[config.mk]
export PLATFORM = sky130hd
export DESIGN_NAME = source_text_tokenizer
export DESIGN_NICKNAME = d
export VERILOG_FILES = /design/src/stt_pkg.sv /design/src/source_text_tokenizer.sv /design/src/stt_front.sv /design/src/stt_fifo.sv /design/src/stt_back.sv
export VERILOG_INCLUDE_DIRS = /design/src /design/src/src
export SDC_FILE = /design/constraint.sdc
export NUM_CORES = 1
export LEC_CHECK = 0
export ABC_AREA = 0
export BUFFER_PORTS_ARGS = -buffer_cell sky130_fd_sc_hd__buf_4
export CAP_MARGIN = 10
export CORE_MARGIN = 3
export CORE_UTILIZATION = 45
export CTS_BUF_LIST = sky130_fd_sc_hd__clkbuf_4 sky130_fd_sc_hd__clkbuf_8 sky130_fd_sc_hd__clkbuf_16
export CTS_CLUSTER_SIZE = 20
export DETAILED_ROUTE_END_ITERATION = 16
export HOLD_SLACK_MARGIN = 0.1
export PLACE_DENSITY_LB_ADDON = 0.25
export SLEW_MARGIN = 20
export SYNTH_ARGS = -nofsm -noshare
export SYNTH_HDL_FRONTEND = slang
export SYNTH_SLANG_ARGS = --single-unit
[constraint.sdc]
create_clock -name clk_i -period 17.3 [get_ports clk_i]
set_clock_uncertainty 0.05 [all_clocks]
set_input_delay 3.46 -clock clk_i [delete_from_list [all_inputs] [get_ports clk_i]]
set_output_delay 3.46 -clock clk_i [all_outputs]
set_load 0.01 [all_outputs]
[src/source_text_tokenizer_macros.svh]
// Assertion macros used by the tokenizer top level.
`ifndef SOURCE_TEXT_TOKENIZER_MACROS_SVH
`define SOURCE_TEXT_TOKENIZER_MACROS_SVH

`ifndef SYNTHESIS

// Same-cycle implication, checked on every rising clock edge out of reset.
`define STT_ASSERT_IMP(lbl, ante, cons) \
  lbl: assert property (@(posedge clk_i) disable iff (!rst_ni) (ante) |-> (cons)) \
    else $error("tokenizer assertion failed");

// Next-cycle implication.
`define STT_ASSERT_NXT(lbl, ante, cons) \
  lbl: assert property (@(posedge clk_i) disable iff (!rst_ni) (ante) |=> (cons)) \
    else $error("tokenizer assertion failed");

`else

`define STT_ASSERT_IMP(lbl, ante, cons)
`define STT_ASSERT_NXT(lbl, ante, cons)

`endif

`endif

[src/stt_pkg.sv]
// Shared types and character constants for the source text tokenizer.
package stt_pkg;

  // Token kinds as seen on the result port
  typedef enum logic [2:0] {
    KIND_EQUAL     = 3'd0,
    KIND_PLUS      = 3'd1,
    KIND_MINUS     = 3'd2,
    KIND_COLON     = 3'd3,
    KIND_SEMICOLON = 3'd4,
    KIND_INTEGER   = 3'd5,
    KIND_IDENT     = 3'd6,
    KIND_ERROR     = 3'd7
  } kind_e;

  // Scanner modes, one-hot
  typedef enum logic [7:0] {
    MODE_IDLE       = 8'b0000_0001,
    MODE_SLASH      = 8'b0000_0010,
    MODE_LINE_CMT   = 8'b0000_0100,
    MODE_BLOCK_CMT  = 8'b0000_1000,
    MODE_BLOCK_STAR = 8'b0001_0000,
    MODE_INTEGER    = 8'b0010_0000,
    MODE_IDENT      = 8'b0100_0000,
    MODE_HALTED     = 8'b1000_0000
  } mode_e;

  // Characters the scanner looks for
  localparam logic [7:0] CHAR_EQUAL     = 8'h3D;
  localparam logic [7:0] CHAR_PLUS      = 8'h2B;
  localparam logic [7:0] CHAR_MINUS     = 8'h2D;
  localparam logic [7:0] CHAR_COLON     = 8'h3A;
  localparam logic [7:0] CHAR_SEMICOLON = 8'h3B;
  localparam logic [7:0] CHAR_SLASH     = 8'h2F;
  localparam logic [7:0] CHAR_STAR      = 8'h2A;
  localparam logic [7:0] CHAR_UNDERSCORE = 8'h5F;
  localparam logic [7:0] CHAR_SPACE     = 8'h20;
  localparam logic [7:0] CHAR_CR        = 8'h0D;
  localparam logic [7:0] CHAR_LF        = 8'h0A;
  localparam logic [7:0] CHAR_FF        = 8'h0C;
  localparam logic [7:0] CHAR_VT        = 8'h0B;
  localparam logic [7:0] CHAR_DIGIT_LO  = 8'h30;
  localparam logic [7:0] CHAR_DIGIT_HI  = 8'h39;
  localparam logic [7:0] CHAR_UPPER_LO  = 8'h41;
  localparam logic [7:0] CHAR_UPPER_HI  = 8'h5A;
  localparam logic [7:0] CHAR_LOWER_LO  = 8'h61;
  localparam logic [7:0] CHAR_LOWER_HI  = 8'h7A;

  // One result as delivered on the port
  typedef struct packed {
    logic [2:0]  kind;
    logic [31:0] begin_off;
    logic [31:0] end_off;
    logic [23:0] line;
    logic [15:0] column;
    logic [7:0]  bad;
  } result_t;

  // Queue entry: the results caused by one input beat
  typedef struct packed {
    logic    two;
    result_t first;
    result_t second;
  } entry_t;

endpackage

[src/source_text_tokenizer.sv]
// Top level of the streaming source text tokenizer.
//
//  channel   direction  handshake        beat
//  --------  ---------  ---------------  -------------------------------------
//  input     in         push_i / full_o  text_byte_i, end_marker_i
//  result    out        pop_i / empty_o  token_kind_o .. bad_byte_o, last_of_run_o
//
// One byte is taken per cycle while the entry queue has room; the scanner
// decides all results of a byte in that cycle. The output stage sends one
// result per cycle while pop_i takes them, so a byte with two results gives
// two beats. Each result passes the entry queue and the output register before
// it reaches the ports. Reset is asynchronous and needs no clearing pass. A
// stalled result side fills the QUEUE_DEPTH-entry queue before full_o rises.
`include "source_text_tokenizer_macros.svh"

module source_text_tokenizer #(
  parameter int OFFSET_BITS = 32,
  parameter int LINE_BITS   = 24,
  parameter int COLUMN_BITS = 16,
  parameter int QUEUE_DEPTH = 4
) (
  input  logic        clk_i,
  input  logic        rst_ni,
  input  logic        push_i,
  output logic        full_o,
  input  logic [7:0]  text_byte_i,
  input  logic        end_marker_i,
  output logic        empty_o,
  input  logic        pop_i,
  output logic [2:0]  token_kind_o,
  output logic [31:0] begin_offset_o,
  output logic [31:0] end_offset_o,
  output logic [23:0] line_number_o,
  output logic [15:0] column_number_o,
  output logic [7:0]  bad_byte_o,
  output logic        last_of_run_o
);
  import stt_pkg::*;

  logic    beat, q_push, q_pop, q_full, q_empty;
  entry_t  q_in, q_head;
  result_t res;

  assign beat   = push_i && !q_full;
  assign full_o = q_full;

  // Scanner
  stt_front #(
    .OFFSET_BITS (OFFSET_BITS),
    .LINE_BITS   (LINE_BITS),
    .COLUMN_BITS (COLUMN_BITS)
  ) u_front (
    .clk_i        (clk_i),
    .rst_ni       (rst_ni),
    .beat_i       (beat),
    .text_byte_i  (text_byte_i),
    .end_marker_i (end_marker_i),
    .q_push_o     (q_push),
    .q_entry_o    (q_in)
  );

  // Entry queue
  stt_fifo #(
    .DEPTH (QUEUE_DEPTH)
  ) u_fifo (
    .clk_i   (clk_i),
    .rst_ni  (rst_ni),
    .push_i  (q_push),
    .data_i  (q_in),
    .pop_i   (q_pop),
    .data_o  (q_head),
    .full_o  (q_full),
    .empty_o (q_empty)
  );

  // Output stage
  stt_back u_back (
    .clk_i     (clk_i),
    .rst_ni    (rst_ni),
    .head_i    (q_head),
    .q_empty_i (q_empty),
    .q_pop_o   (q_pop),
    .pop_i     (pop_i),
    .empty_o   (empty_o),
    .res_o     (res),
    .last_o    (last_of_run_o)
  );

  assign token_kind_o    = res.kind;
  assign begin_offset_o  = res.begin_off;
  assign end_offset_o    = res.end_off;
  assign line_number_o   = res.line;
  assign column_number_o = res.column;
  assign bad_byte_o      = res.bad;

  // Queue never written when full nor read when empty
  `STT_ASSERT_IMP(a_no_overflow, q_push, !q_full)
  `STT_ASSERT_IMP(a_no_underflow, q_pop, !q_empty)
  // An error is always the last result of its byte
  `STT_ASSERT_IMP(a_error_last, !empty_o && (token_kind_o == KIND_ERROR), last_of_run_o)
  // A pushed entry makes the queue non-empty next cycle
  `STT_ASSERT_NXT(a_push_lands, q_push, !q_empty)

endmodule

[src/stt_front.sv]
// Scanner front end: classifies each byte, tracks position, queues its results.
module stt_front #(
  parameter int OFFSET_BITS = 32,
  parameter int LINE_BITS   = 24,
  parameter int COLUMN_BITS = 16
) (
  input  logic            clk_i,
  input  logic            rst_ni,
  input  logic            beat_i,
  input  logic [7:0]      text_byte_i,
  input  logic            end_marker_i,
  output logic            q_push_o,
  output stt_pkg::entry_t q_entry_o
);
  import stt_pkg::*;

  mode_e                  mode_q, mode_d;
  logic [OFFSET_BITS-1:0] cur_off_q, cur_off_d, tok_off_q, tok_off_d, slash_q, slash_d;
  logic [LINE_BITS-1:0]   cur_line_q, cur_line_d, tok_line_q, tok_line_d;
  logic [COLUMN_BITS-1:0] cur_col_q, cur_col_d, tok_col_q, tok_col_d;

  // Fit internal counters to the fixed result widths
  function automatic logic [31:0] off_out(logic [OFFSET_BITS-1:0] v);
    logic [63:0] w;
    w = 64'(v);
    return w[31:0];
  endfunction

  function automatic logic [23:0] line_out(logic [LINE_BITS-1:0] v);
    logic [63:0] w;
    w = 64'(v);
    return w[23:0];
  endfunction

  function automatic logic [15:0] col_out(logic [COLUMN_BITS-1:0] v);
    logic [63:0] w;
    w = 64'(v);
    return w[15:0];
  endfunction

  function automatic logic [OFFSET_BITS-1:0] bump_off(logic [OFFSET_BITS-1:0] v);
    return (&v) ? v : v + OFFSET_BITS'(1);
  endfunction

  // Byte classes
  logic [7:0] b;
  logic       is_digit, is_alpha, starts_id, cont_id, is_space, is_lf;
  logic       op_hit;
  kind_e      op_kind;

  assign b         = text_byte_i;
  assign is_digit  = (b >= CHAR_DIGIT_LO) && (b <= CHAR_DIGIT_HI);
  assign is_alpha  = ((b >= CHAR_UPPER_LO) && (b <= CHAR_UPPER_HI)) ||
                     ((b >= CHAR_LOWER_LO) && (b <= CHAR_LOWER_HI));
  assign starts_id = is_alpha || (b == CHAR_UNDERSCORE);
  assign cont_id   = starts_id || is_digit;
  assign is_lf     = (b == CHAR_LF);
  assign is_space  = (b == CHAR_SPACE) || (b == CHAR_CR) || is_lf ||
                     (b == CHAR_FF) || (b == CHAR_VT);

  // Single-character operators
  always_comb begin
    op_hit  = 1'b1;
    op_kind = KIND_EQUAL;
    unique case (b)
      CHAR_EQUAL:     op_kind = KIND_EQUAL;
      CHAR_PLUS:      op_kind = KIND_PLUS;
      CHAR_MINUS:     op_kind = KIND_MINUS;
      CHAR_COLON:     op_kind = KIND_COLON;
      CHAR_SEMICOLON: op_kind = KIND_SEMICOLON;
      default:        op_hit  = 1'b0;
    endcase
  end

  // Outcome of a byte seen between tokens
  logic    idle_hit, idle_slash, idle_tok;
  mode_e   idle_next;
  result_t idle_res;

  always_comb begin
    idle_hit   = 1'b0;
    idle_slash = 1'b0;
    idle_tok   = 1'b0;
    idle_next  = MODE_IDLE;
    idle_res.kind      = KIND_ERROR;
    idle_res.begin_off = off_out(cur_off_q);
    idle_res.end_off   = off_out(bump_off(cur_off_q));
    idle_res.line      = line_out(cur_line_q);
    idle_res.column    = col_out(cur_col_q);
    idle_res.bad       = 8'h00;
    if (is_space) begin
      idle_next = MODE_IDLE;
    end else if (b == CHAR_SLASH) begin
      idle_slash = 1'b1;
      idle_next  = MODE_SLASH;
    end else if (op_hit) begin
      idle_hit      = 1'b1;
      idle_res.kind = op_kind;
    end else if (is_digit) begin
      idle_tok  = 1'b1;
      idle_next = MODE_INTEGER;
    end else if (starts_id) begin
      idle_tok  = 1'b1;
      idle_next = MODE_IDENT;
    end else begin
      idle_hit     = 1'b1;
      idle_res.bad = b;
      idle_next    = MODE_HALTED;
    end
  end

  // Finished run and lone-slash results
  result_t run_res, slash_res;

  always_comb begin
    run_res.kind      = (mode_q == MODE_INTEGER) ? KIND_INTEGER : KIND_IDENT;
    run_res.begin_off = off_out(tok_off_q);
    run_res.end_off   = off_out(cur_off_q);
    run_res.line      = line_out(tok_line_q);
    run_res.column    = col_out(tok_col_q);
    run_res.bad       = 8'h00;
    slash_res.kind      = KIND_ERROR;
    slash_res.begin_off = off_out(slash_q);
    slash_res.end_off   = off_out(bump_off(slash_q));
    slash_res.line      = line_out(tok_line_q);
    slash_res.column    = col_out(tok_col_q);
    slash_res.bad       = CHAR_SLASH;
  end

  // Next state and results for this beat
  logic any_res, apply_idle, do_adv;

  always_comb begin
    mode_d     = mode_q;
    cur_off_d  = cur_off_q;
    tok_off_d  = tok_off_q;
    slash_d    = slash_q;
    cur_line_d = cur_line_q;
    cur_col_d  = cur_col_q;
    tok_line_d = tok_line_q;
    tok_col_d  = tok_col_q;
    any_res    = 1'b0;
    apply_idle = 1'b0;
    do_adv     = 1'b0;
    q_entry_o.two    = 1'b0;
    q_entry_o.first  = idle_res;
    q_entry_o.second = idle_res;

    if (mode_q == MODE_HALTED) begin
      mode_d = MODE_HALTED;
    end else if (end_marker_i) begin
      // Flush a pending run or slash, then halt
      mode_d = MODE_HALTED;
      if ((mode_q == MODE_INTEGER) || (mode_q == MODE_IDENT)) begin
        any_res         = 1'b1;
        q_entry_o.first = run_res;
      end else if (mode_q == MODE_SLASH) begin
        any_res         = 1'b1;
        q_entry_o.first = slash_res;
      end
    end else begin
      do_adv = 1'b1;
      unique case (mode_q)
        MODE_INTEGER, MODE_IDENT: begin
          if (!(((mode_q == MODE_INTEGER) && is_digit) ||
                ((mode_q == MODE_IDENT) && cont_id))) begin
            any_res          = 1'b1;
            apply_idle       = 1'b1;
            q_entry_o.first  = run_res;
            q_entry_o.two    = idle_hit;
          end
        end
        MODE_SLASH: begin
          if (b == CHAR_SLASH) begin
            mode_d = MODE_LINE_CMT;
          end else if (b == CHAR_STAR) begin
            mode_d = MODE_BLOCK_CMT;
          end else begin
            any_res         = 1'b1;
            q_entry_o.first = slash_res;
            mode_d          = MODE_HALTED;
          end
        end
        MODE_LINE_CMT: begin
          if (is_lf) mode_d = MODE_IDLE;
        end
        MODE_BLOCK_CMT: begin
          if (b == CHAR_STAR) mode_d = MODE_BLOCK_STAR;
        end
        MODE_BLOCK_STAR: begin
          if (b == CHAR_SLASH) begin
            mode_d = MODE_IDLE;
          end else if (b != CHAR_STAR) begin
            mode_d = MODE_BLOCK_CMT;
          end
        end
        MODE_IDLE: begin
          apply_idle = 1'b1;
          any_res    = idle_hit;
        end
        default: begin
          mode_d = MODE_HALTED;
          do_adv = 1'b0;
        end
      endcase
    end

    // Take the between-token outcome
    if (apply_idle) begin
      mode_d = idle_next;
      if (idle_slash) begin
        slash_d    = cur_off_q;
        tok_line_d = cur_line_q;
        tok_col_d  = cur_col_q;
      end
      if (idle_tok) begin
        tok_off_d  = cur_off_q;
        tok_line_d = cur_line_q;
        tok_col_d  = cur_col_q;
      end
    end

    // Advance position unless the byte halted the scanner
    if (do_adv && (mode_d != MODE_HALTED)) begin
      cur_off_d = bump_off(cur_off_q);
      if (is_lf) begin
        cur_line_d = (&cur_line_q) ? cur_line_q : cur_line_q + LINE_BITS'(1);
        cur_col_d  = COLUMN_BITS'(1);
      end else begin
        cur_col_d = (&cur_col_q) ? cur_col_q : cur_col_q + COLUMN_BITS'(1);
      end
    end
  end

  assign q_push_o = beat_i && any_res;

  // Hold state between beats
  always_ff @(posedge clk_i or negedge rst_ni) begin
    if (!rst_ni) begin
      mode_q     <= MODE_IDLE;
      cur_off_q  <= '0;
      tok_off_q  <= '0;
      slash_q    <= '0;
      cur_line_q <= LINE_BITS'(1);
      cur_col_q  <= COLUMN_BITS'(1);
      tok_line_q <= LINE_BITS'(1);
      tok_col_q  <= COLUMN_BITS'(1);
    end else if (beat_i) begin
      mode_q     <= mode_d;
      cur_off_q  <= cur_off_d;
      tok_off_q  <= tok_off_d;
      slash_q    <= slash_d;
      cur_line_q <= cur_line_d;
      cur_col_q  <= cur_col_d;
      tok_line_q <= tok_line_d;
      tok_col_q  <= tok_col_d;
    end
  end

endmodule

[src/stt_fifo.sv]
// Short queue of per-beat result entries between scanner and output stage.
module stt_fifo #(
  parameter int DEPTH = 4
) (
  input  logic            clk_i,
  input  logic            rst_ni,
  input  logic            push_i,
  input  stt_pkg::entry_t data_i,
  input  logic            pop_i,
  output stt_pkg::entry_t data_o,
  output logic            full_o,
  output logic            empty_o
);
  import stt_pkg::*;

  localparam int PtrW = (DEPTH > 1) ? $clog2(DEPTH) : 1;
  localparam int CntW = $clog2(DEPTH + 1);

  entry_t          mem_q [DEPTH];
  logic [PtrW-1:0] wr_q, rd_q;
  logic [CntW-1:0] cnt_q;
  logic            do_push, do_pop;

  assign full_o  = (cnt_q == CntW'(DEPTH));
  assign empty_o = (cnt_q == '0);
  assign do_push = push_i && !full_o;
  assign do_pop  = pop_i && !empty_o;
  assign data_o  = mem_q[rd_q];

  // Advance pointers and count
  always_ff @(posedge clk_i or negedge rst_ni) begin
    if (!rst_ni) begin
      wr_q  <= '0;
      rd_q  <= '0;
      cnt_q <= '0;
    end else begin
      if (do_push) wr_q <= (wr_q == PtrW'(DEPTH - 1)) ? '0 : wr_q + PtrW'(1);
      if (do_pop)  rd_q <= (rd_q == PtrW'(DEPTH - 1)) ? '0 : rd_q + PtrW'(1);
      if (do_push && !do_pop) begin
        cnt_q <= cnt_q + CntW'(1);
      end else if (do_pop && !do_push) begin
        cnt_q <= cnt_q - CntW'(1);
      end
    end
  end

  // Store entries
  always_ff @(posedge clk_i) begin
    if (do_push) mem_q[wr_q] <= data_i;
  end

endmodule

[src/stt_back.sv]
// Output stage: splits queued entries into single results and holds each beat.
module stt_back (
  input  logic             clk_i,
  input  logic             rst_ni,
  input  stt_pkg::entry_t  head_i,
  input  logic             q_empty_i,
  output logic             q_pop_o,
  input  logic             pop_i,
  output logic             empty_o,
  output stt_pkg::result_t res_o,
  output logic             last_o
);
  import stt_pkg::*;

  logic    out_valid_q, sel_q, last_q;
  result_t res_q;
  logic    load, cur_last;
  result_t cur_res;

  assign cur_res  = sel_q ? head_i.second : head_i.first;
  assign cur_last = sel_q || !head_i.two;
  assign load     = !q_empty_i && (!out_valid_q || pop_i);
  assign q_pop_o  = load && cur_last;

  // Track valid and which half of the entry goes next
  always_ff @(posedge clk_i or negedge rst_ni) begin
    if (!rst_ni) begin
      out_valid_q <= 1'b0;
      sel_q       <= 1'b0;
    end else if (load) begin
      out_valid_q <= 1'b1;
      sel_q       <= !cur_last;
    end else if (pop_i) begin
      out_valid_q <= 1'b0;
    end
  end

  // Load the output beat
  always_ff @(posedge clk_i) begin
    if (load) begin
      res_q  <= cur_res;
      last_q <= cur_last;
    end
  end

  assign empty_o = !out_valid_q;
  assign res_o   = res_q;
  assign last_o  = last_q;

endmodule

==> metrics <==
Final setup viols=0; number of global-route vias before repair=28800; Routed wire per std cell=24.8 um; die height=343 um; gp weighted congestion=0.839; Hold Vio Cnt, Final=0; power per cell area=135 nW/um2; cell accounting for the most synthesized area=edfxtp_1; R2R cell count=7; vias per cell=5.89; CP Capture Type=flop; first-pass GRT wire length=178000 um; share of Yosys cell area claimed by the top area cell type=61.0%; CP required=17.57 ns; row count=123; drt drc=0; io pins=131; Worst EP arrival=7.25 ns; remaining antenna violation count=0; post-CTS sizing=0; Achievable Freq=143 MHz; core area=113000 um2; Synth area leaders=edfxtp_1, mux4_2, dfrtp_1; Seq/Total Area, Yosys=70.5%; asr flop ratio synth=15.7%; CP startpoint kind=input port; post-synthesis xor/xnor area fraction=2.00%; CTS max path bufs=3; mux cell area share after synthesis=15.2%; Yosys warnings=0; Sw Share=24.9%; Post-CTS Setup Inserts=0; hold buffers post-CTS=0; number of synthesized flops with an enable pin=1040; CTS Sinks=1233; H-tree Lvls=4; post-route insts no fill=4708; hpwl dp=65600 um; placed cell count=4467; Synth Area per Inst=17.1 um2; Vias=27700; P_int=0.00590 W; Main synth FF type=edfxtp_1; Area Growth Syn to Fin=13.8%; most frequent cells in the layout=edfxtp_1, nand2_1, mux4_2, mux2_2, dfrtp_1; worst skew pair latency=0.73 ns; Leakage=19.6 nW; critical path type=input port to flop; Crit Path Max Fanout=143; Final nets=3127; Worst Setup Slack, final=10.33 ns; Overall Power=0.00786 W; fin crit period=6.97 ns; fin crit share=40.3%; final WL=117000 um; worst slew pin tran=1.26 ns; Worst Hold Depth=1; die area=118000 um2; Final Slew Violations=0; Adder-Cell Fraction of Synth Area=0.284%; largest family of logic cells by synthesized area=multiplexers; Slew headroom=15.1%; TritonCTS Buffers=131; Setup Slack @ Placement=9.32 ns; Reg power frac=44.7%; initial antenna violation count=4; Post-Synth Simple-Gate Area=5.52%; cell count after synthesis=2985; initial DRC count=2628; distinct cell type count after synthesis=92; Net Count, Synth=3009; final core utilization=51.7%; Mapped Area=51200 um2; CTS tree=built; GR Overflow Total=0; logic gate share of total power=19.2%; status=finished clean; max cap viols=0; largest net degree at the start of global routing=174; power share of the clock group=36.1%; maximum vdd drop=0.156 mV; compound-cell area share of the yosys netlist=4.69%; #FFs+latches synth=1233; clock transition at the registers of the reported paths=0.06 ns; IO buf count=130; TNS Setup=0 ns; P_sw=0.00196 W; Worst Hold Class=flop to flop; Root Buffer=clkbuf_16; Initial Util=45.4%; commonest non-fill, non-tap cell in the layout=edfxtp_1; share of post-route cells with drive strength above 1=27.9%; Die W=343 um; Pre-Repair DR Iteration Count=5; RSZ-0062 raised after global routing=false; GR Util All Layers=20.0%
[worst max-delay path, stage by stage]
cell and delay (ns):
buf_4 0.17, or4_1 0.53, o32ai_1 0.41, o31ai_2 0.20, o22ai_1 0.32, o311a_1 0.42
and2_4 0.72, buf_12 0.63
[worst paths after layout]
check                                              start                                 to  slack, ns
max                                       text_byte_i[0]     u_fifo.mem_q[2][102]$_DFFE_PP_      10.33
min                          u_fifo.cnt_q[2]$_DFFE_PN0P_        u_fifo.cnt_q[2]$_DFFE_PN0P_       0.45
min in group asynchronous                         rst_ni  u_front.tok_line_q[9]$_DFFE_PN0P_       2.77
max reg2reg                u_front.mode_q[3]$_DFFE_PN0P_     u_fifo.mem_q[2][102]$_DFFE_PP_      12.21
min reg2reg                  u_fifo.cnt_q[2]$_DFFE_PN0P_        u_fifo.cnt_q[2]$_DFFE_PN0P_       0.45
max in group asynchronous                         rst_ni  u_front.cur_off_q[19]$_DFFE_PN0P_      12.99
[flip-flops by register name (all words and copies together) (netlist names)]
register,flops
u_back.last_o,1
u_back.out_valid_q,1
u_back.res_o,115
u_back.sel_q,1
u_fifo.cnt_q,3
u_fifo.mem_q,924
u_fifo.rd_q,2
u_fifo.wr_q,2
u_front.cur_col_q,16
u_front.cur_line_q,24
u_front.cur_off_q,32
u_front.mode_q,8
u_front.slash_q,32
u_front.tok_col_q,16
u_front.tok_line_q,24
u_front.tok_off_q,32
[metal layers]
layer  share of wire, %  up-vias  GRT usage [%]
met4                2.3        2           6.10
li1                   -    12000              -
met3                6.0      180           3.43
met2                 50      975           33.8
met5             0.0094        -              0
met1                 41    14500           26.7
[power groups by stage]
stage,sequential (W),combinational (W),clock [W]
floorplan,0.00361,0.000958,0
global placement,0.00358,0.00155,0
detailed placement,0.00358,0.00155,0
CTS,0.00352,0.00156,0.00291
global route,0.00353,0.00163,0.00303
finish,0.00351,0.00151,0.00284
[cell families (layout without fill, tap and decap cells)]
logic type                 after synthesis  count (layout)
muxes                                  460             460
DFF                                   1233            1233
AOI/OAI and AO/OA                      364             364
adders and majority gates               11              11
and+or+nand+nor                        574             574
xor gates and xnor gates               117             117
buffers and inverters                  226             448
other                                    0               1
[cells in the mapped netlist (13+ instances only)]
library cell,count
a221o_1,38
buf_2,18
nor2_1,69
nor4_1,16
and3_1,20
nand2_1,251
buf_1,39
o22ai_1,26
mux4_2,231
nand2b_1,15
inv_1,40
nor3_1,23
xnor2_1,94
mux2_2,219
nand4_1,25
nand3_1,67
or3_1,13
edfxtp_1,1040
o21ai_0,81
a22oi_1,32
and2_1,17
buf_4,13
xor2_1,23
clkbuf_1,114
a21oi_1,103
dfrtp_1,188
[cell type report]
| cell class | instances | area, um2 |
|---|---|---|
| multi-input cells | 1526 | 14300 |
| diodes | 1 | 2.50 |
| inverters | 41 | 154 |
| clock buffers | 176 | 3720 |
| well taps | 1500 | 1880 |
| clock inverters | 61 | 694 |
| repair buffers | 170 | 1410 |
| flip-flops and latches | 1233 | 36100 |
| fillers | 9043 | 54400 |
[metrics by stage]
step / hold slack, ns / cell area [um2]
6_report: 0.446 / 58200
4_1_cts: 0.441 / 58100
2_1_floorplan: 0.406 / 51200
5_1_grt: 0.463 / 58200
3_5_place_dp: 0.430 / 53700
3_3_place_gp: 0.425 / 53700
No activity file was read; power rests on OpenSTA's default activity.
